===== src/rcc_pkg.sv =====
// rcc_pkg.sv
// Types and fixed constants of the 3x3 RGB convolution unit.
// No dependencies; used by every module of the unit.
`timescale 1ns / 1ps

package rcc_pkg;

  // Pixel and channel geometry
  localparam int PIX_W  = 24;
  localparam int CH_W   = 8;
  localparam int CH_N   = 3;
  localparam int TAP_W  = 8;
  localparam int KER    = 3;
  localparam logic [CH_W-1:0] CH_MAX = 8'd255;

  // Arithmetic widths: 9b signed pixel x 8b tap, 3-term and 9-term sums
  localparam int PROD_W = 17;
  localparam int RSUM_W = 19;
  localparam int SUM_W  = 20;

  // Register field widths
  localparam int FW_W       = 11;
  localparam int FH_W       = 13;
  localparam int COEF_W     = 24;
  localparam int CFG_DATA_W = 24;
  localparam int CFG_INDEX_W = 3;

  // Compare width for the width clamp (covers MAX_WIDTH up to 8192)
  localparam int GEOM_W    = 14;
  // Input row counter runs one row past the frame while draining
  localparam int ROW_W     = 13;
  localparam int OUT_ROW_W = 12;

  // Front-to-back queue
  localparam int QUEUE_DEPTH = 4;
  localparam int QUEUE_PTR_W = 2;
  localparam int QUEUE_CNT_W = 3;

  // Register reset values
  localparam logic [FW_W-1:0]   FW_RESET       = 11'd1024;
  localparam logic [FH_W-1:0]   FH_RESET       = 13'd768;
  localparam logic [COEF_W-1:0] COEF_TOP_RESET = 24'd0;
  localparam logic [COEF_W-1:0] COEF_MID_RESET = 24'd256;
  localparam logic [COEF_W-1:0] COEF_BOT_RESET = 24'd0;

  typedef enum logic [CFG_INDEX_W-1:0] {
    REG_FRAME_WIDTH,
    REG_FRAME_HEIGHT,
    REG_COEF_TOP,
    REG_COEF_MID,
    REG_COEF_BOT
  } rcc_reg_t;

  typedef struct packed {
    logic              kind;
    logic [CH_W-1:0]   pixel_red;
    logic [CH_W-1:0]   pixel_green;
    logic [CH_W-1:0]   pixel_blue;
  } rcc_pix_t;

  typedef struct packed {
    logic [CH_W-1:0]   out_red;
    logic [CH_W-1:0]   out_green;
    logic [CH_W-1:0]   out_blue;
    logic              out_last;
  } rcc_res_t;

  typedef struct packed {
    logic [FW_W-1:0]   frame_width;
    logic [FH_W-1:0]   frame_height;
    logic [COEF_W-1:0] coef_row_top;
    logic [COEF_W-1:0] coef_row_mid;
    logic [COEF_W-1:0] coef_row_bot;
  } rcc_cfg_t;

  // Per-beat control word decided by the front
  typedef struct packed {
    logic emit;
    logic last;
    logic use_top;
    logic use_bot;
    logic use_left;
    logic use_right;
  } rcc_ctrl_t;

endpackage


===== src/rcc_queue.sv =====
// rcc_queue.sv
// Short FIFO that decouples the front end from the compute back end.
// Depends on rcc_pkg.
`timescale 1ns / 1ps

module rcc_queue #(
  parameter int DATA_W = 8
) (
  input  logic              clk,
  input  logic              rst,
  input  logic              push,
  input  logic [DATA_W-1:0] push_data,
  output logic              full,
  input  logic              pop,
  output logic              head_valid,
  output logic [DATA_W-1:0] head_data
);

  logic [DATA_W-1:0]                slots [rcc_pkg::QUEUE_DEPTH];
  logic [rcc_pkg::QUEUE_PTR_W-1:0]  wr_ptr, rd_ptr;
  logic [rcc_pkg::QUEUE_CNT_W-1:0]  count, count_next;
  logic                             do_push, do_pop;

  assign full       = count == rcc_pkg::QUEUE_CNT_W'(rcc_pkg::QUEUE_DEPTH);
  assign head_valid = count != '0;
  assign head_data  = slots[rd_ptr];
  assign do_push    = push && !full;
  assign do_pop     = pop && head_valid;

  always_comb begin
    count_next = count;
    if (do_push && !do_pop) begin
      count_next = count + rcc_pkg::QUEUE_CNT_W'(1);
    end else if (do_pop && !do_push) begin
      count_next = count - rcc_pkg::QUEUE_CNT_W'(1);
    end
  end

  // Control
  always_ff @(posedge clk) begin
    if (rst) begin
      wr_ptr <= '0;
      rd_ptr <= '0;
      count  <= '0;
    end else begin
      if (do_push) wr_ptr <= wr_ptr + rcc_pkg::QUEUE_PTR_W'(1);
      if (do_pop)  rd_ptr <= rd_ptr + rcc_pkg::QUEUE_PTR_W'(1);
      count <= count_next;
    end
  end

  // Storage
  always_ff @(posedge clk) begin
    if (do_push) slots[wr_ptr] <= push_data;
  end

endmodule


===== config.mk =====
export PLATFORM = sky130hd
export DESIGN_NAME = rcc_queue
export DESIGN_NICKNAME = d
export VERILOG_FILES = /design/src/rcc_pkg.sv /design/src/rcc_queue.sv
export SDC_FILE = /design/constraint.sdc
export NUM_CORES = 1
export LEC_CHECK = 0
export BUFFER_PORTS_ARGS = -buffer_cell sky130_fd_sc_hd__clkbuf_2
export CORE_MARGIN = 4
export CORE_UTILIZATION = 50
export DETAILED_ROUTE_END_ITERATION = 10
export PLACE_DENSITY = 0.84
export RECOVER_POWER = 100
export SLEW_MARGIN = 20
export SYNTH_ARGS = -nofsm -noshare
export SYNTH_HDL_FRONTEND = slang
export SYNTH_SLANG_ARGS = --single-unit

===== constraint.sdc =====
create_clock -name clk -period 2 [get_ports clk]
set_input_delay 0.4 -clock clk [delete_from_list [all_inputs] [get_ports clk]]
set_output_delay 0.4 -clock clk [all_outputs]
set_load 0.05 [all_outputs]

==> run_results.csv <==
group,metric,value,unit
floorplan,die_h,64.95,um
synthesis,ys.flop_type,"edfxtp_1",
cells_and_area,fillCellCount,228,
sta,hold_ws,0.3071,ns
clock_network,cts_buffers,5,
run,drv_cap,0,
global_routing,grt_overflow,0,
drt,firstDrtPassIters,4,
setup_path,cpPeakStageDelay,0.38,ns
clock_network,clk_path_buf_depth,2,
setup_path,cp-start-kind,"flip-flop",
sta,layout_setup_ws,0.02790,ns
sta,slew_headroom,70.97,%
setup_path,cp_max_fo,4,
drt,remaining_drc_errors,0,
floorplan,coreArea,3078,um^2
cells_and_area,fin_cells,169,
drt,ant_nets,0,
global_routing,grt_pass1_wl,3.995,mm
global_routing,first_global_vias,868,
drt,drtIter0Drc,41,
sta,skew,0.01240,ns
power_and_ir_drop,leakagePower,0.7153,nW
floorplan,die_w,64.95,um
synthesis,syn_area_per_cell,18.02,um^2
cells_and_area,final_nets,142,
cells_and_area,seq_area,1154,um^2
floorplan,die-area,4219,um^2
global_routing,grt_max_degree,14,
setup_path,reg2reg_to,"count[2]",
floorplan,ioPinCount,22,
sta,hold_viol,0,
clock_network,htreeDepth,2,
synthesis,yosys.area.top_type,"edfxtp_1",
sta,rsz0062_at_grt,"true",
setup_path,crit_type,"reg -> reg",
synthesis,synth_common_cells,"32 x edfxtp_1, 9 x dfxtp_1, 8 x mux4_2",
cells_and_area,area_growth,23.15,%
clock_network,clock_latency,0.34,ns
synthesis,ys_types,20,
sta,period_share,98.60,%
min_path,hold_end,"slots[3][7]",
min_path,whs_path_depth,1,
cells_and_area,drive_gt1_share,38.40,%
floorplan,rows,20,
power_and_ir_drop,irDropWorstVdd,0.6227,mV
setup_path,endpoint_kind,"flip-flop",
clock_network,ctsHoldBuffers,0,
drt,vias,842,
synthesis,yosysMostFrequentCell,"edfxtp_1",
clock_network,clock_sinks,41,
setup_path,path_buf_inv,1,
min_path,min_from,"push_data[7]",
clock_network,path_clk_slew,0.12,ns
global_routing,grt_usage,13.51,%
global_routing,antenna_found_initial,0,
placed_design,pre_cts_ws,-0.03004,ns
clock_network,cts_tree,"done",
sta,slew_viol_final,0,
setup_path,path_cells,"o31ai_4, ha_2, inv_2, fa_2, xor2_1, or3_1, a21oi_2",
cells_and_area,multi_input_comb_area,476.7,um^2
setup_path,path_delay_family,"adder cells",
cells_and_area,antennaDiodeCount,0,
cells_and_area,fin_area,1997,um^2
sta,min_period,1.972,ns
setup_path,cp.required,2.26,ns
synthesis,synth_area_leaders,"edfxtp_1 59%, dfxtp_1 11%, mux4_2 11%",
min_path,hp-class,"in -> reg",
placed_design,dp_hpwl,1.761,mm
clock_network,clock-root-buffer,"clkbuf_4",
drt,routed_via_density,4.982,
power_and_ir_drop,powerDensity,1381,nW/um^2
synthesis,yosys_warnings,0,
sta,worst_slew_pin_slew,0.4354,ns
drt,wl_per_cell,15.24,um
setup_path,r2r_setup_slack,0.03,ns
synthesis,synth.cell_area,1622,um^2
drt,routed_wl,2.576,mm
setup_path,reg2reg_depth,7,
sta,setup_tns,0,ns
sta,setup_viol,0,
setup_path,arrival,2.24,ns
setup_path,cp_slowest_cell,"dfxtp_4",
placed_design,routabilityCongestion,0.8153,
floorplan,start_util,52.68,%
placed_design,port_buffers,21,
placed_design,place_inst,155,
sta,fmax,0.5071,GHz
setup_path,reg2reg_from,"count[2]",
synthesis,synth-seq-area-share,70.37,%
status,status,"completed",
synthesis,synth_edf_count,32,
synthesis,synth_nets,108,
synthesis,synthArstFlopShare,0,%
synthesis,synth_seq_cells,41,
synthesis,syn_inst,90,
placed_design,place_area,1807,um^2
synthesis,synth_top_area_share,59.26,%
report_power, final:
group,switching (mW),total [mW],internal (mW)
combinational,0.629,1.11,0.484
clock,0.244,0.506,0.262
sequential,0.0879,1.14,1.05
logic make-up (layout without fill, tap and decap cells):
logic type | after synthesis | count (layout) | share of synthesized area (%)
AO/OA/AOI/OAI | 6 | 6 | 2.546
XOR/XNOR | 4 | 4 | 2.160
adder cells (fa/ha/maj) | 6 | 6 | 5.093
buffers and inverters | 7 | 42 | 1.697
flip-flops | 41 | 41 | 70.37
multiplexers | 10 | 10 | 12.35
AND/OR/NAND/NOR | 16 | 16 | 5.787
layout make-up:
class,instances,area share (%)
flip-flops and latches,41,57.77
multi-input cells,42,23.87
repair buffers,30,11.03
well taps,44,2.757
clock buffers,6,2.068
clock inverters,2,1.754
inverters,4,0.7519
cell usage in the layout (no fill, tap or decap), drive strengths merged:
cell type	netlist	layout
edfxtp	32	32
clkbuf	2	19
buf	1	17
dfxtp	9	9
mux4	8	8
nor2	6	6
ha	5	5
and2	4	4
xor2	4	4
inv	4	4
or3	3	3
o21ai	2	2
mux2i	2	2
nand2b	2	2
a21oi	2	2
nor3b	1	1
o31ai	1	1
o311ai	1	1
fa	1	1
clkinv	0	1
bufinv	0	1
per-layer routing:
metal / routed length, um / share of wire, % / global-route usage [%]
met5: 0 / 0 / 0
met4: 43 / 1.7 / 5.541
met3: 119 / 4.6 / 6.239
met2: 1358 / 53 / 21.71
met1: 1054 / 41 / 15.57
registers in the layout (all words and copies together) (netlist names), named ones only:
signal / flops
rd_ptr: 2
count: 3
wr_ptr: 2
slots: 32
per-stage QoR:
step | utilization (%) | power, mW
after floorplan | - | 1.864
after global placement | 58.70 | 2.042
after detailed placement | 58.70 | 2.073
after CTS | 62.48 | 2.638
after global routing | 64.88 | 2.896
final | 64.88 | 2.757
worst max path at each step:
stage	start	end	cells past startpoint	slack, ns
after CTS	flip-flop	head_data[5]	3	0.001
final	count[2]	count[2]	7	0.03
after detailed placement	count[1]	count[2]	7	-0.03
after global routing	count[2]	count[2]	8	-0.06
after floorplan	count[0]	count[2]	8	-0.05
after global placement	count[1]	count[2]	7	0.09
what timing repair did:
action,4_1_cts,5_1_grt
gates resized for setup,10,22
setup buffers,1,5
pin swaps,1,5
setup endpoints to repair,9,9
(Power assumes the default switching activity.)
