$ cat config.mk
export PLATFORM = sky130hd
export DESIGN_NAME = rcc_front
export DESIGN_NICKNAME = d
export VERILOG_FILES = /design/src/rcc_pkg.sv /design/src/rcc_front.sv
export SDC_FILE = /design/constraint.sdc
export NUM_CORES = 1
export LEC_CHECK = 0
export ABC_AREA = 1
export BUFFER_PORTS_ARGS = -buffer_cell sky130_fd_sc_hd__buf_4
export CORE_ASPECT_RATIO = 1.1
export CORE_MARGIN = 3
export CORE_UTILIZATION = 46
export CTS_CLUSTER_DIAMETER = 100
export DETAILED_ROUTE_END_ITERATION = 8
export PLACE_DENSITY = 0.79
export SLEW_MARGIN = 20
export SYNTH_ARGS = -nofsm -noshare
export SYNTH_HDL_FRONTEND = slang
export SYNTH_SLANG_ARGS = --single-unit
$ cat constraint.sdc
create_clock -name clk -period 3.1 [get_ports clk]
set_input_delay 0.62 -clock clk [delete_from_list [all_inputs] [get_ports clk]]
set_output_delay 0.62 -clock clk [all_outputs]
set_load 0.05 [all_outputs]
$ cat src/rcc_pkg.sv
// rcc_pkg.sv
// Types and fixed constants of the 3x3 RGB convolution unit.
// No dependencies; used by every module of the unit.
`timescale 1ns / 1ps

package rcc_pkg;

  // Pixel and channel geometry
  localparam int PIX_W  = 24;
  localparam int CH_W   = 8;
  localparam int CH_N   = 3;
  localparam int TAP_W  = 8;
  localparam int KER    = 3;
  localparam logic [CH_W-1:0] CH_MAX = 8'd255;

  // Arithmetic widths: 9b signed pixel x 8b tap, 3-term and 9-term sums
  localparam int PROD_W = 17;
  localparam int RSUM_W = 19;
  localparam int SUM_W  = 20;

  // Register field widths
  localparam int FW_W       = 11;
  localparam int FH_W       = 13;
  localparam int COEF_W     = 24;
  localparam int CFG_DATA_W = 24;
  localparam int CFG_INDEX_W = 3;

  // Compare width for the width clamp (covers MAX_WIDTH up to 8192)
  localparam int GEOM_W    = 14;
  // Input row counter runs one row past the frame while draining
  localparam int ROW_W     = 13;
  localparam int OUT_ROW_W = 12;

  // Front-to-back queue
  localparam int QUEUE_DEPTH = 4;
  localparam int QUEUE_PTR_W = 2;
  localparam int QUEUE_CNT_W = 3;

  // Register reset values
  localparam logic [FW_W-1:0]   FW_RESET       = 11'd1024;
  localparam logic [FH_W-1:0]   FH_RESET       = 13'd768;
  localparam logic [COEF_W-1:0] COEF_TOP_RESET = 24'd0;
  localparam logic [COEF_W-1:0] COEF_MID_RESET = 24'd256;
  localparam logic [COEF_W-1:0] COEF_BOT_RESET = 24'd0;

  typedef enum logic [CFG_INDEX_W-1:0] {
    REG_FRAME_WIDTH,
    REG_FRAME_HEIGHT,
    REG_COEF_TOP,
    REG_COEF_MID,
    REG_COEF_BOT
  } rcc_reg_t;

  typedef struct packed {
    logic              kind;
    logic [CH_W-1:0]   pixel_red;
    logic [CH_W-1:0]   pixel_green;
    logic [CH_W-1:0]   pixel_blue;
  } rcc_pix_t;

  typedef struct packed {
    logic [CH_W-1:0]   out_red;
    logic [CH_W-1:0]   out_green;
    logic [CH_W-1:0]   out_blue;
    logic              out_last;
  } rcc_res_t;

  typedef struct packed {
    logic [FW_W-1:0]   frame_width;
    logic [FH_W-1:0]   frame_height;
    logic [COEF_W-1:0] coef_row_top;
    logic [COEF_W-1:0] coef_row_mid;
    logic [COEF_W-1:0] coef_row_bot;
  } rcc_cfg_t;

  // Per-beat control word decided by the front
  typedef struct packed {
    logic emit;
    logic last;
    logic use_top;
    logic use_bot;
    logic use_left;
    logic use_right;
  } rcc_ctrl_t;

endpackage

$ cat src/rcc_front.sv
// rcc_front.sv
// Front end: accepts pixel beats, classifies them, tracks frame position.
// Depends on rcc_pkg.
`timescale 1ns / 1ps

module rcc_front #(
  parameter int MAX_WIDTH = 1024,
  localparam int CW = $clog2(MAX_WIDTH),
  localparam int WW = $clog2(MAX_WIDTH + 1),
  localparam int QW = $bits(rcc_pkg::rcc_ctrl_t) + rcc_pkg::PIX_W + CW
) (
  input  logic              clk,
  input  logic              rst,
  input  rcc_pkg::rcc_cfg_t cfg,
  input  logic              restart,
  input  logic              pix_valid,
  output logic              pix_stall,
  input  rcc_pkg::rcc_pix_t pix_data,
  output logic              q_push,
  output logic [QW-1:0]     q_data,
  input  logic              q_full
);

  localparam logic [rcc_pkg::GEOM_W-1:0] MAXW_G = rcc_pkg::GEOM_W'(MAX_WIDTH);

  logic [CW-1:0]                   in_col, in_col_next;
  logic [rcc_pkg::ROW_W-1:0]       in_row, in_row_next;
  logic [CW-1:0]                   out_col, out_col_next;
  logic [rcc_pkg::OUT_ROW_W-1:0]   out_row, out_row_next;

  logic [WW-1:0]                   eff_w;
  logic [rcc_pkg::FH_W-1:0]        eff_h;
  logic [rcc_pkg::GEOM_W-1:0]      fw_ext;
  logic [WW-1:0]                   in_col_inc, out_col_inc;
  logic [rcc_pkg::ROW_W-1:0]       out_row_inc;
  logic                            in_col_end, out_col_end;
  logic                            inputs_done, is_flush, drop, accept;
  logic [rcc_pkg::PIX_W-1:0]       pix;
  rcc_pkg::rcc_ctrl_t              ctrl;

  // Effective geometry: zero width or height acts as one, width capped
  assign fw_ext = rcc_pkg::GEOM_W'(cfg.frame_width);
  always_comb begin
    if (cfg.frame_width == '0) begin
      eff_w = WW'(1);
    end else if (fw_ext > MAXW_G) begin
      eff_w = WW'(MAX_WIDTH);
    end else begin
      eff_w = WW'(fw_ext);
    end
  end
  assign eff_h = (cfg.frame_height == '0) ? rcc_pkg::FH_W'(1) : cfg.frame_height;

  // Position compares
  assign in_col_inc  = WW'(in_col) + WW'(1);
  assign out_col_inc = WW'(out_col) + WW'(1);
  assign out_row_inc = rcc_pkg::ROW_W'(out_row) + rcc_pkg::ROW_W'(1);
  assign in_col_end  = in_col_inc >= eff_w;
  assign out_col_end = out_col_inc >= eff_w;

  // Classify: flush beats before frame end are swallowed, pixels past it drain
  assign inputs_done = in_row >= eff_h;
  assign is_flush    = pix_data.kind || inputs_done;
  assign drop        = pix_data.kind && !inputs_done;
  assign accept      = pix_valid && !q_full;
  assign pix_stall   = q_full;
  assign q_push      = accept && !drop;

  assign pix = is_flush ? '0 : {pix_data.pixel_blue, pix_data.pixel_green, pix_data.pixel_red};

  // Output position flags; the first result lags one row plus one pixel
  always_comb begin
    ctrl.emit      = (in_row >= rcc_pkg::ROW_W'(2))
                  || (in_row == rcc_pkg::ROW_W'(1) && in_col != '0);
    ctrl.last      = (out_row_inc >= eff_h) && out_col_end;
    ctrl.use_top   = out_row != '0;
    ctrl.use_bot   = out_row_inc < eff_h;
    ctrl.use_left  = out_col != '0;
    ctrl.use_right = !out_col_end;
  end

  assign q_data = {ctrl, pix, in_col};

  // Counter update
  always_comb begin
    in_col_next  = in_col;
    in_row_next  = in_row;
    out_col_next = out_col;
    out_row_next = out_row;
    if (restart) begin
      in_col_next  = '0;
      in_row_next  = '0;
      out_col_next = '0;
      out_row_next = '0;
    end else if (q_push) begin
      if (in_col_end) begin
        in_col_next = '0;
        in_row_next = in_row + rcc_pkg::ROW_W'(1);
      end else begin
        in_col_next = in_col_inc[CW-1:0];
      end
      if (ctrl.emit) begin
        if (out_col_end) begin
          out_col_next = '0;
          out_row_next = out_row_inc[rcc_pkg::OUT_ROW_W-1:0];
        end else begin
          out_col_next = out_col_inc[CW-1:0];
        end
        if (ctrl.last) begin
          in_col_next  = '0;
          in_row_next  = '0;
          out_col_next = '0;
          out_row_next = '0;
        end
      end
    end
  end

  always_ff @(posedge clk) begin
    if (rst) begin
      in_col  <= '0;
      in_row  <= '0;
      out_col <= '0;
      out_row <= '0;
    end else begin
      in_col  <= in_col_next;
      in_row  <= in_row_next;
      out_col <= out_col_next;
      out_row <= out_row_next;
    end
  end

endmodule

==> reports/summary.md, run 1 <==
### Status
• finished, violations left — result of the run
• negative setup slack — violated checks

### GRT
• 5052 — via count of the first global-routing pass
• 0 — overall overflow remaining after global route
• 33 — pin count of the biggest net entering global routing
• 21300 µm — global-route wire length before repair
• 0 — antenna violations before repair
• 22.2% — GRT Overall Usage

### Timing
• -0.114 ns — Final WS setup
• 0 — Final Hold Vio Count
• 104% — final period utilization
• 3.21 ns — clock period minus worst slack
• 0.0124 ns — final worst clock skew
• 0.311 GHz — achievable frequency
• 0.476 ns — slew at the pin closest to its max-slew limit
• 27 — number of setup violations in the final report
• 0 — count of final max-slew check failures
• true — setup repair after global routing missed its margin
• 68.0% — worst slew slack as a fraction of its limit

### Power and ir drop
• 3.61 nW — reported leakage power
• 1.46 mW — sum of internal, switching and leakage power
• 208 nW/µm² — power density cells
• 196 µV — Max VDD drop

### Placed design
• 95 — # port buffers
• 9850 µm — DP Wirelength
• 1016 — post-placement cell count
• 0.909 — routability congestion estimate

### Route
• 14.9 µm — Routed WL per cell
• 0 — Detail Route Antenna Nets
• 0 — DRC violations left
• 15600 µm — detailed-route wire length
• 5 — number of iterations in the first detailed-routing pass
• 293 — DR iter-0 viols
• 5.35 — via count normalized by instance count
• 5630 — vias

### Clock network
• 45 — number of sinks driven by the clock tree
• sky130_fd_sc_hd__clkbuf_8 — CTS Root Buffer Type
• 0.10 ns — clk slew on worst S/H paths
• 2 — maximum level of the CTS H-tree
• 2 — worst-case clock buffer depth
• 5 — Inserted Clock Buffers
• yes — CTS tree
• 0.31 ns — clock latency on the worst-skew pair

### Logic synthesis
• 0% — Async SR Flop Fraction
• 6.06 µm² — mean cell area of the mapped netlist
• 0 — number of enable-type register cells in the synthesized netlist
• 772 — number of instances in the synthesized netlist
• 36 — count of different cell masters after synthesis
• sky130_fd_sc_hd__dfxtp_1 19%, sky130_fd_sc_hd__ha_1 15%, sky130_fd_sc_hd__nand2_1 14%, sky130_fd_sc_hd__inv_1 11%, sky130_fd_sc_hd__nor2_1 9.5% — cells taking the most area after synthesis
• 19.3% — area share of the leading cell type in the synthesized netlist
• 45 — number of flip-flops and latches in the synthesized netlist
• 19.3% — sequential cell area fraction in the yosys report
• 4680 µm² — Post-Syn Area
• sky130_fd_sc_hd__dfxtp_1 — top cell type by total area after synthesis
• sky130_fd_sc_hd__dfxtp_1 — Main synth FF type
• 955 — net count after synthesis
• 0 — yosys warns

### Setup path
• 21 — worst r2r path cells
• 2.48 ns — critical path data required time
• primary output — kind of end point of the critical path
• input pin to primary output — Worst Path Class, Setup
• in_col[1] — startpoint of the worst register-to-register path
• 0.14 ns — slack of the worst reg-to-reg path
• 2.59 ns — data arrival time of the critical path
• 7 — Worst Path Max Fanout
• input pin — kind of launch point of the worst setup path
• in_row[3] — RR Endpoint

### Layout
• 49.9% — area delta synth->final
• 72.8% — final core area utilization
• 1117 — Final nets
• 34.9% — ratio of cells with drive above 1 in the final layout
• 161 x sky130_fd_sc_hd__nand2_1, 129 x sky130_fd_sc_hd__buf_4, 126 x sky130_fd_sc_hd__inv_1, 81 x sky130_fd_sc_hd__nor2_1, 44 x sky130_fd_sc_hd__a21oi_1 — top library cells by usage in the layout, fill and taps aside
• 1052 — number of non-filler instances in the completed layout
• 0 — antenna diode count
• sky130_fd_sc_hd__nand2_1 — most common cell after layout, fill and taps aside

### Floorplan
• 102 µm — horizontal extent of the die
• 112 µm — Vert. Die Dim
• 168 — I/O pin count
• 9630 µm² — standard cell core area
• 37 — FP Rows
• 48.6% — effective utilization at floorplan
• 11400 µm² — area of the die

### Min path
• out_col[1] — startpoint of the tightest hold check path
• out_col[1] — Worst Hold Endpoint
• flip-flop to flip-flop — min-delay worst type
• 2 — worst hold path depth

### Flow run
• 0 — max-capacitance violation count

-- cells by family after synthesis --
| kind of cell | Yosys count | synth area share [%] |
|---|---|---|
| and+or+nand+nor | 415 | 39.2 |
| buffers and inverters | 156 | 13.7 |
| AOI/OAI and AO/OA | 82 | 9.41 |
| DFF | 45 | 19.3 |
| adders and majority gates | 57 | 15.2 |
| xor gates and xnor gates | 17 | 3.18 |
-- Yosys cell counts, types with 2 or more instances --
cell type	instances
sky130_fd_sc_hd__inv_2	3
sky130_fd_sc_hd__nand2_1	178
sky130_fd_sc_hd__nor2_2	4
sky130_fd_sc_hd__clkbuf_1	5
sky130_fd_sc_hd__nor3_1	16
sky130_fd_sc_hd__ha_1	57
sky130_fd_sc_hd__nand3_1	50
sky130_fd_sc_hd__nand2_4	3
sky130_fd_sc_hd__and2_1	2
sky130_fd_sc_hd__a21oi_1	47
sky130_fd_sc_hd__inv_1	134
sky130_fd_sc_hd__a21oi_2	2
sky130_fd_sc_hd__buf_2	4
sky130_fd_sc_hd__a21o_1	2
sky130_fd_sc_hd__xor2_1	17
sky130_fd_sc_hd__nand3b_1	3
sky130_fd_sc_hd__nor3_2	2
sky130_fd_sc_hd__nor4_1	6
sky130_fd_sc_hd__nand4_4	2
sky130_fd_sc_hd__nor2_1	119
sky130_fd_sc_hd__nand4_1	19
sky130_fd_sc_hd__nand2_2	5
sky130_fd_sc_hd__buf_4	5
sky130_fd_sc_hd__o21ai_0	25
sky130_fd_sc_hd__buf_6	4
sky130_fd_sc_hd__dfxtp_1	45
sky130_fd_sc_hd__or2_2	4
-- sequential cells by signal, summed over array words and instances (netlist names) --
name / cells
in_col: 10
out_col: 10
in_row: 13
out_row: 12
-- layer usage --
layer / global-route usage (%) / part of all wire, % / vias up
met5: 0 / 0 / -
met2: 40.4 / 53 / 248
li1: - / - / 2766
met3: 3.32 / 5.8 / 44
met4: 5.25 / 2.8 / 0
met1: 26.7 / 38 / 2572
-- layout make-up --
| cell class | instances | area (µm²) |
|---|---|---|
| clock buffers | 6 | 72.6 |
| repair buffers | 173 | 1500 |
| fillers | 662 | 2620 |
| multi-input cells | 572 | 3820 |
| clock inverters | 2 | 15.0 |
| well taps | 117 | 146 |
| flip-flops and latches | 45 | 930 |
| inverters | 137 | 523 |
-- per-stage QoR --
stage / hold WS (ns) / instance area [µm²] / worst slack [ns] / TNS [ns]
3_5_place_dp: 0.496 / 5870 / -0.326 / -2.34
6_report: 0.495 / 7010 / -0.114 / -2.02
5_1_grt: 0.543 / 7010 / -0.288 / -5.63
2_1_floorplan: 0.457 / 4740 / -0.122 / -2.55
3_3_place_gp: 0.479 / 5870 / -0.258 / -1.12
4_1_cts: 0.500 / 6150 / -0.165 / -0.301
-- power breakdown --
part | total, mW | internal [mW] | switching [mW] | leakage (nW)
Clock | 0.393 | 0.160 | 0.234 | 0.0374
Sequential | 0.582 | 0.577 | 0.00436 | 0.372
Combinational | 0.482 | 0.201 | 0.281 | 3.20
Total | 1.46 | 0.938 | 0.519 | 3.61
-- how the worst max path moves through the flow --
stage	startpoint	to	slack, ns	cells after the start
6_report	cfg[81]	q_data[30]	-0.11	13
5_1_grt	out_row[4]	q_data[38]	-0.29	16
4_1_cts	out_row[0]	q_data[38]	-0.17	16
3_5_place_dp	cfg[91]	q_data[38]	-0.33	13
3_3_place_gp	cfg[91]	q_data[38]	-0.26	13
2_1_floorplan	cfg[78]	q_data[13]	-0.12	11
-- worst max-delay path, stage by stage --
cell,delay [ns]
sky130_fd_sc_hd__buf_8,0.10
sky130_fd_sc_hd__nor4_4,0.24
sky130_fd_sc_hd__a41o_1,0.25
sky130_fd_sc_hd__ha_1,0.24
sky130_fd_sc_hd__inv_1,0.05
sky130_fd_sc_hd__nor2_1,0.03
sky130_fd_sc_hd__nand2_1,0.07
sky130_fd_sc_hd__nor2_2,0.05
sky130_fd_sc_hd__nor2_2,0.11
sky130_fd_sc_hd__nand4_1,0.27
sky130_fd_sc_hd__buf_6,0.27
sky130_fd_sc_hd__nor2_4,0.12
sky130_fd_sc_hd__buf_8,0.15
-- repair_timing --
action | CTS | global route
resized for setup | 34 | 175
hold buffers | 0 | 0
cloned | 1 | 4
endpoints found under the setup margin | 3 | 46
buffers inserted | 10 | 13
pin swaps | 18 | 52
No activity file was read; power rests on OpenSTA's default activity.
==> run 2: changes to the inputs <==
--- a/config.mk
+++ b/config.mk
@@ -9,10 +9,10 @@
 export BUFFER_PORTS_ARGS = -buffer_cell sky130_fd_sc_hd__buf_4
 export CORE_ASPECT_RATIO = 1.1
 export CORE_MARGIN = 3
-export CORE_UTILIZATION = 46
+export CORE_UTILIZATION = 39
 export CTS_CLUSTER_DIAMETER = 100
 export DETAILED_ROUTE_END_ITERATION = 8
-export PLACE_DENSITY = 0.79
+export PLACE_DENSITY = 0.69
 export SLEW_MARGIN = 20
 export SYNTH_ARGS = -nofsm -noshare
 export SYNTH_HDL_FRONTEND = slang
==> run 2 against run 1 <==
The flow still finishes with violations (negative setup slack). Maximum frequency decreased by 0.11%. Combinational power decreased by 5.0%. Die area increased by 17%. Critical endpoint is now q_data[34].
==> reports/summary.md, run 2 (synthesis gave the netlist of run 1 again) <==
### Status
• finished, violations left — result of the run
• negative setup slack — violated checks

### Power and ir drop
• 0.530 mW — net switching power, +2.2%
• 228 nW/µm² — power density cells, +9.8%
• 200 µV — Max VDD drop, +2.0%
• 3.63 nW — reported leakage power, +0.48%
• 35.2% — portion of total power attributed to the clock network, +8.2 points
• 33.0% — sw frac, -2.6 points
• 1.07 mW — total internal power, +15%
• 28.5% — Combinational Power Share, -4.6 points
• 36.3% — fraction of power consumed by sequential logic, -3.6 points

### Floorplan
• 13300 µm² — area of the die, +17%
• 110 µm — horizontal extent of the die, +8.1%
• 41 — FP Rows, +11%
• 168 — I/O pin count, unchanged
• 11600 µm² — standard cell core area, +20%
• 121 µm — Vert. Die Dim, +8.1%
• 40.4% — effective utilization at floorplan, -8.2 points

### Placed design
• 95 — # port buffers, unchanged
• 0.844 — routability congestion estimate, -7.1%
• -0.282 ns — worst setup timing slack at the placement stage, +0.0439 ns
• 1044 — post-placement cell count, +2.8%
• 9810 µm — DP Wirelength, -0.32%

### Route
• 293 — DR iter-0 viols, unchanged
• 13.2 µm — Routed WL per cell, -11%
• 5316 — vias, -5.6%
• 4.90 — via count normalized by instance count, -8.4%
• 0 — DRC violations left, unchanged
• 14300 µm — detailed-route wire length, -8.4%
• 0 — Detail Route Antenna Nets, unchanged
• 4 — number of iterations in the first detailed-routing pass, -1

### Layout
• 1116 — Final nets, -0.090%
• in_row (13), out_row (12) — Largest regs
• 1084 — number of non-filler instances in the completed layout, +3.0%
• in_row — register ranked first by flip-flop count
• 0 — antenna diode count, unchanged
• 3760 µm² — footprint of the multi-input gates, -1.7%
• 160 x sky130_fd_sc_hd__nand2_1, 128 x sky130_fd_sc_hd__buf_4, 125 x sky130_fd_sc_hd__inv_1, 81 x sky130_fd_sc_hd__nor2_1, 41 x sky130_fd_sc_hd__a21oi_1 — top library cells by usage in the layout, fill and taps aside
• 922 µm² — Storage cell area, -0.81%
• 50.4% — area delta synth->final
• 60.7% — final core area utilization, -12 points
• 35.7% — ratio of cells with drive above 1 in the final layout, +0.79 points
• sky130_fd_sc_hd__nand2_1 — most common cell after layout, fill and taps aside
• 1062 — number of filler instances in the final layout, +60%
• 13 — max FFs per register, unchanged

### Clock network
• 2 — worst-case clock buffer depth, unchanged
• 0.07 ns — clk slew on worst S/H paths, -0.03 ns
• 0 — quantity of hold-fixing buffers added after cts, unchanged
• 0.30 ns — clock latency on the worst-skew pair, about the same
• 2 — maximum level of the CTS H-tree, unchanged
• sky130_fd_sc_hd__clkbuf_16 — CTS Root Buffer Type
• 45 — number of sinks driven by the clock tree, unchanged
• yes — CTS tree
• 5 — Inserted Clock Buffers, unchanged

### Setup path
• 2.60 ns — data arrival time of the critical path, about the same
• 4 — Worst Path Max Fanout, -3
• input pin — kind of launch point of the worst setup path
• 2.48 ns — critical path data required time, about the same
• sky130_fd_sc_hd__ha_4 — Worst path slowest cell
• cfg[91] — Worst setup startpoint
• primary output — kind of end point of the critical path
• in_col[1] — startpoint of the worst register-to-register path
• buf_8, nor4_4, nand3_2, nand2_4, nand2_2, ha_4, nand2_2, nor2_1, nor2_1, a21oi_2, nor2_2, nand2_2, clkinvlp_4, buf_8 — CP Cell Sequence
• input pin to primary output — Worst Path Class, Setup
• 0.29 ns — biggest cell delay along the critical path, +0.02 ns
• sky130_fd_sc_hd__nand2_2 — crit-path most repeated cell

### Min path
• flip-flop to flip-flop — min-delay worst type
• out_col[1] — startpoint of the tightest hold check path

### Timing
• 3 — number of setup violations in the final report, -89%
• 0.499 ns — slew at the pin closest to its max-slew limit, +0.0230 ns
• 66.7% — worst slew slack as a fraction of its limit, -1.3 points
• 3.22 ns — clock period minus worst slack, +0.00367 ns
• true — setup repair after global routing missed its margin
• 0.311 GHz — achievable frequency, -0.11%
• 104% — final period utilization, +0.12 points
• 0 — Final Hold Vio Count, unchanged
• -0.263 ns — setup_tns, +1.75 ns
• -0.118 ns — Final WS setup, -0.00367 ns
• 0 — count of final max-slew check failures, unchanged
• 0.0106 ns — final worst clock skew, -0.00184 ns

### GRT
• 0 — antenna violations before repair, unchanged
• 0 — overall overflow remaining after global route, unchanged
• 19.4% — GRT Overall Usage, -2.7 points
• 4825 — via count of the first global-routing pass, -4.5%
• 33 — pin count of the biggest net entering global routing, unchanged
• 22100 µm — global-route wire length before repair, +3.7%

### Flow run
• 0 — max-capacitance violation count, unchanged

-- run 2: cell types whose count changed in the layout (fill, tap and decap cells not counted), moves of 4 or more --
cell / before / now
sky130_fd_sc_hd__clkbuf_8: 5 / 0
sky130_fd_sc_hd__nor2_4: 30 / 6
sky130_fd_sc_hd__clkbuf_16: 0 / 5
sky130_fd_sc_hd__nor2_2: 13 / 37
sky130_fd_sc_hd__nand2_2: 12 / 16
sky130_fd_sc_hd__nor3_2: 5 / 1
-- run 2: stage by stage --
stage / hold WS, ns / area (µm²) / total power [mW]
after detailed placement: 0.485 / 5890 / 0.962
after CTS: 0.504 / 6500 / 1.55
after global placement: 0.471 / 5890 / 0.959
after floorplan: 0.457 / 4740 / 0.817
final: 0.490 / 7040 / 1.61
after global routing: 0.524 / 7040 / 1.67
-- run 2: power by group through the flow --
stage / Sequential (mW) / Combinational, mW / Clock [mW]
floorplan: 0.608 / 0.209 / 0
global placement: 0.598 / 0.361 / 0
detailed placement: 0.598 / 0.364 / 0
CTS: 0.584 / 0.396 / 0.569
global route: 0.583 / 0.492 / 0.597
finish: 0.583 / 0.458 / 0.565
-- run 2: area by class of cell --
type                            count  area share [%]
Multi-Input combinational cell    572            53.4
Timing Repair Buffer              171            21.2
Clock buffer                        5            1.78
Timing Repair inverter              1           0.107
Sequential cell                    45            13.1
Inverter                          137            7.47
Clock inverter                      3           0.302
Tap cell                          150            2.67
-- run 2: worst max-delay path: cells and delay by family --
kind	cells	cell delay [ns]
compound gates	1	0.13
fa+ha+maj	1	0.29
buf+inv	3	0.39
simple gates	9	1.16
-- run 2: metal layers --
layer  global-route usage, %  part of all wire, %  vias up
li1                        -                    -     2765
met1                    24.4                   44     2397
met2                    35.5                   51      133
met3                    2.59                  3.9       21
met4                    4.00                  1.8        0
met5                       0                    0        -
-- run 2: what timing repair did --
| action | 4_1_cts | 5_1_grt |
|---|---|---|
| gates resized for setup | 71 | 110 |
| gates cloned | 1 | 2 |
| setup buffers | 20 | 11 |
| endpoints found under the setup margin | 4 | 47 |
| pin swaps | 36 | 46 |
-- run 2: path summary, 6_finish.rpt --
kind | endpoint | slack [ns] | depth (start not counted)
worst max-delay path | q_data[34] | -0.12 | 14
worst min-delay path | out_col[1] | 0.49 | 2
worst max register to register | in_col[0] | 0.20 | 20
worst min register to register | out_col[1] | 0.49 | 2
==> run 3: changes to the inputs <==
--- a/config.mk
+++ b/config.mk
@@ -12,7 +12,7 @@
 export CORE_UTILIZATION = 39
 export CTS_CLUSTER_DIAMETER = 100
 export DETAILED_ROUTE_END_ITERATION = 8
-export PLACE_DENSITY = 0.69
+export PLACE_DENSITY = 0.68
 export SLEW_MARGIN = 20
 export SYNTH_ARGS = -nofsm -noshare
 export SYNTH_HDL_FRONTEND = slang
==> run 3 against run 2 <==
The flow still finishes with violations (negative setup slack). Worst setup slack worse by 0.035 ns. Maximum frequency fell by 1.1%. Sequential share of layout area is 0.73 points lower. Die area unchanged. Sequential cell count did not move. Clock power increased by 15%. Largest cell class unchanged.
==> reports/summary.md, run 3 (synthesis gave the netlist of run 1 again) <==
### Layout
• 39.8% — ratio of cells with drive above 1 in the final layout, +4.2 points
• 0 — antenna diode count, unchanged
• 144 x sky130_fd_sc_hd__nand2_1, 132 x sky130_fd_sc_hd__buf_4, 121 x sky130_fd_sc_hd__inv_1, 77 x sky130_fd_sc_hd__nor2_1, 41 x sky130_fd_sc_hd__a21oi_1 — top library cells by usage in the layout, fill and taps aside
• 1126 — Final nets, +0.90%
• 13 — max FFs per register, unchanged
• sky130_fd_sc_hd__nand2_1 — most common cell after layout, fill and taps aside
• in_row — register ranked first by flip-flop count
• 59.7% — area delta synth->final
• in_row (13), out_row (12) — Largest regs
• 7470 µm² — area of all placed cells without fillers, +6.2%
• 1094 — number of non-filler instances in the completed layout, +0.92%

### Placed design
• 0.903 — routability congestion estimate, +7.0%
• 1053 — post-placement cell count, +0.86%
• 95 — # port buffers, unchanged
• 9930 µm — DP Wirelength, +1.1%
• 5940 µm² — instance area after placement, +0.94%
• -0.376 ns — worst setup timing slack at the placement stage, -0.0938 ns

### Clock network
• 45 — number of sinks driven by the clock tree, unchanged
• 0.07 ns — clk slew on worst S/H paths, about the same
• 0 — quantity of hold-fixing buffers added after cts, unchanged
• 5 — Inserted Clock Buffers, unchanged
• sky130_fd_sc_hd__clkbuf_16 — CTS Root Buffer Type
• yes — CTS tree
• 0.30 ns — clock latency on the worst-skew pair, about the same
• 2 — maximum level of the CTS H-tree, unchanged
• 2 — worst-case clock buffer depth, unchanged

### Route
• 0 — DRC violations left, unchanged
• 8120 µm — WL met2, +12%
• 669 µm — Detail Route met3 WL, +20%
• 6160 µm — routed metal-1 wire length, -1.2%
• 4.98 — via count normalized by instance count, +1.5%
• 15200 µm — detailed-route wire length, +6.0%
• 322 — DR iter-0 viols, +9.9%
• 5 — number of iterations in the first detailed-routing pass, +1
• 13.9 µm — Routed WL per cell, +5.0%
• met4 — highest routed metal layer
• 5447 — vias, +2.5%
• 0 — Detail Route Antenna Nets, unchanged

### Timing
• 0.307 GHz — achievable frequency, -1.1%
• 105% — final period utilization, +1.1 points
• 0.0100 ns — final worst clock skew, -0.000541 ns
• 70.7% — worst slew slack as a fraction of its limit, +4.1 points
• 27 — number of setup violations in the final report, +24
• 3.25 ns — clock period minus worst slack, +0.0350 ns
• true — setup repair after global routing missed its margin
• -1.46 ns — setup_tns, -1.19 ns
• 0 — count of final max-slew check failures, unchanged
• 0.436 ns — slew at the pin closest to its max-slew limit, -0.0636 ns
• -0.153 ns — Final WS setup, -0.0350 ns
• 0 — Final Hold Vio Count, unchanged

### Min path
• flip-flop to flip-flop — min-delay worst type

### Status
• finished, violations left — result of the run
• negative setup slack — violated checks

### Setup path
• 3 — number of buffers and inverters on the critical path, unchanged
• sky130_fd_sc_hd__nor4_4 — Worst path slowest cell
• input pin to primary output — Worst Path Class, Setup
• 2.63 ns — data arrival time of the critical path, +0.03 ns
• primary output — kind of end point of the critical path
• 0.30 ns — biggest cell delay along the critical path, about the same
• input pin — kind of launch point of the worst setup path
• 5 — Worst Path Max Fanout, +1
• 2.48 ns — critical path data required time, about the same
• buf_8, nor4_4, nand3_2, nand2_4, nand2_4, ha_4, nand2_4, nor2_4, nand2_2, a21oi_2, nor2_1, nand2_2, nand2_4, inv_4, buf_8 — CP Cell Sequence
• sky130_fd_sc_hd__nand2_4 — crit-path most repeated cell
• simple AND/OR/NAND/NOR gates — Worst path top cell family by delay

### GRT
• 0 — antenna violations before repair, unchanged
• 25 — pin count of the biggest net entering global routing, -24%
• 19.2% — GRT Overall Usage, -0.17 points
• 4758 — via count of the first global-routing pass, -1.4%
• 21800 µm — global-route wire length before repair, -1.5%
• 0 — overall overflow remaining after global route, unchanged

### Floorplan
• 168 — I/O pin count, unchanged
• 13300 µm² — area of the die, unchanged
• 11600 µm² — standard cell core area, unchanged
• 110 µm — horizontal extent of the die, unchanged
• 40.4% — effective utilization at floorplan, unchanged
• 41 — FP Rows, unchanged
• 121 µm — Vert. Die Dim, unchanged

### Power and ir drop
• 198 µV — Max VDD drop, -0.99%
• 234 nW/µm² — power density cells, +2.5%
• 3.77 nW — reported leakage power, +3.9%
• 1.75 mW — sum of internal, switching and leakage power, +8.8%

### Flow run
• 0 — max-capacitance violation count, unchanged

[run 3: changes by cell type in the layout (fill, tap and decap cells not counted), moves of 5 or more]
| cell | change |
|---|---|
| sky130_fd_sc_hd__nor2_2 | -20 |
| sky130_fd_sc_hd__nand3_2 | +5 |
| sky130_fd_sc_hd__nand2_2 | +11 |
| sky130_fd_sc_hd__nand2_4 | +5 |
| sky130_fd_sc_hd__inv_2 | +5 |
| sky130_fd_sc_hd__nand3_1 | -5 |
| sky130_fd_sc_hd__nand2_1 | -16 |
| sky130_fd_sc_hd__nor2_4 | +24 |
| sky130_fd_sc_hd__buf_8 | +5 |
[run 3: repair_timing]
| item | CTS | global route |
|---|---|---|
| setup endpoints to repair | 9 | 60 |
| buffers inserted | 16 | 13 |
| gates cloned | 1 | 3 |
| resized for setup | 60 | 205 |
| pin swaps | 28 | 73 |
[run 3: layer usage]
layer  global-route usage (%)  up-vias
met1                     24.4     2489
met2                     35.3      142
met3                     2.29       20
met5                        0        -
li1                         -     2796
met4                     3.54        0
[run 3: power by group]
| group | internal [mW] | switching (mW) |
|---|---|---|
| clock network | 0.387 | 0.263 |
| logic | 0.223 | 0.291 |
| registers | 0.578 | 0.00425 |
| total | 1.19 | 0.558 |
[run 3: area by class of cell]
| class | instances | area, µm² |
|---|---|---|
| sequential | 45 | 925 |
| inverter | 137 | 523 |
| timing repair buffer | 182 | 1630 |
| clock inverter | 3 | 47.5 |
| clock buffer | 5 | 125 |
| tap | 150 | 188 |
| multi-input combinational | 572 | 4030 |
| fill | 985 | 4120 |
[run 3: path summary, 6_finish.rpt]
check | from | end | slack [ns] | depth (start not counted)
worst max-delay path | cfg[87] | q_data[38] | -0.15 | 15
worst min-delay path | out_col[7] | out_col[7] | 0.48 | 2
worst max register to register | out_col[6] | out_row[10] | 0.14 | 18
worst min register to register | out_col[7] | out_col[7] | 0.48 | 2
[run 3: worst min-delay path: stages, from the launching register on]
cell                      delay, ns
sky130_fd_sc_hd__dfxtp_2       0.33
sky130_fd_sc_hd__nand2_1       0.06
sky130_fd_sc_hd__a21oi_1       0.05
[run 3: through the flow]
step	hold WS (ns)	utilization (%)
5_1_grt	0.501	64.4
6_report	0.476	64.4
4_1_cts	0.479	56.0
3_3_place_gp	0.474	51.2
3_5_place_dp	0.474	51.2
2_1_floorplan	0.457	-
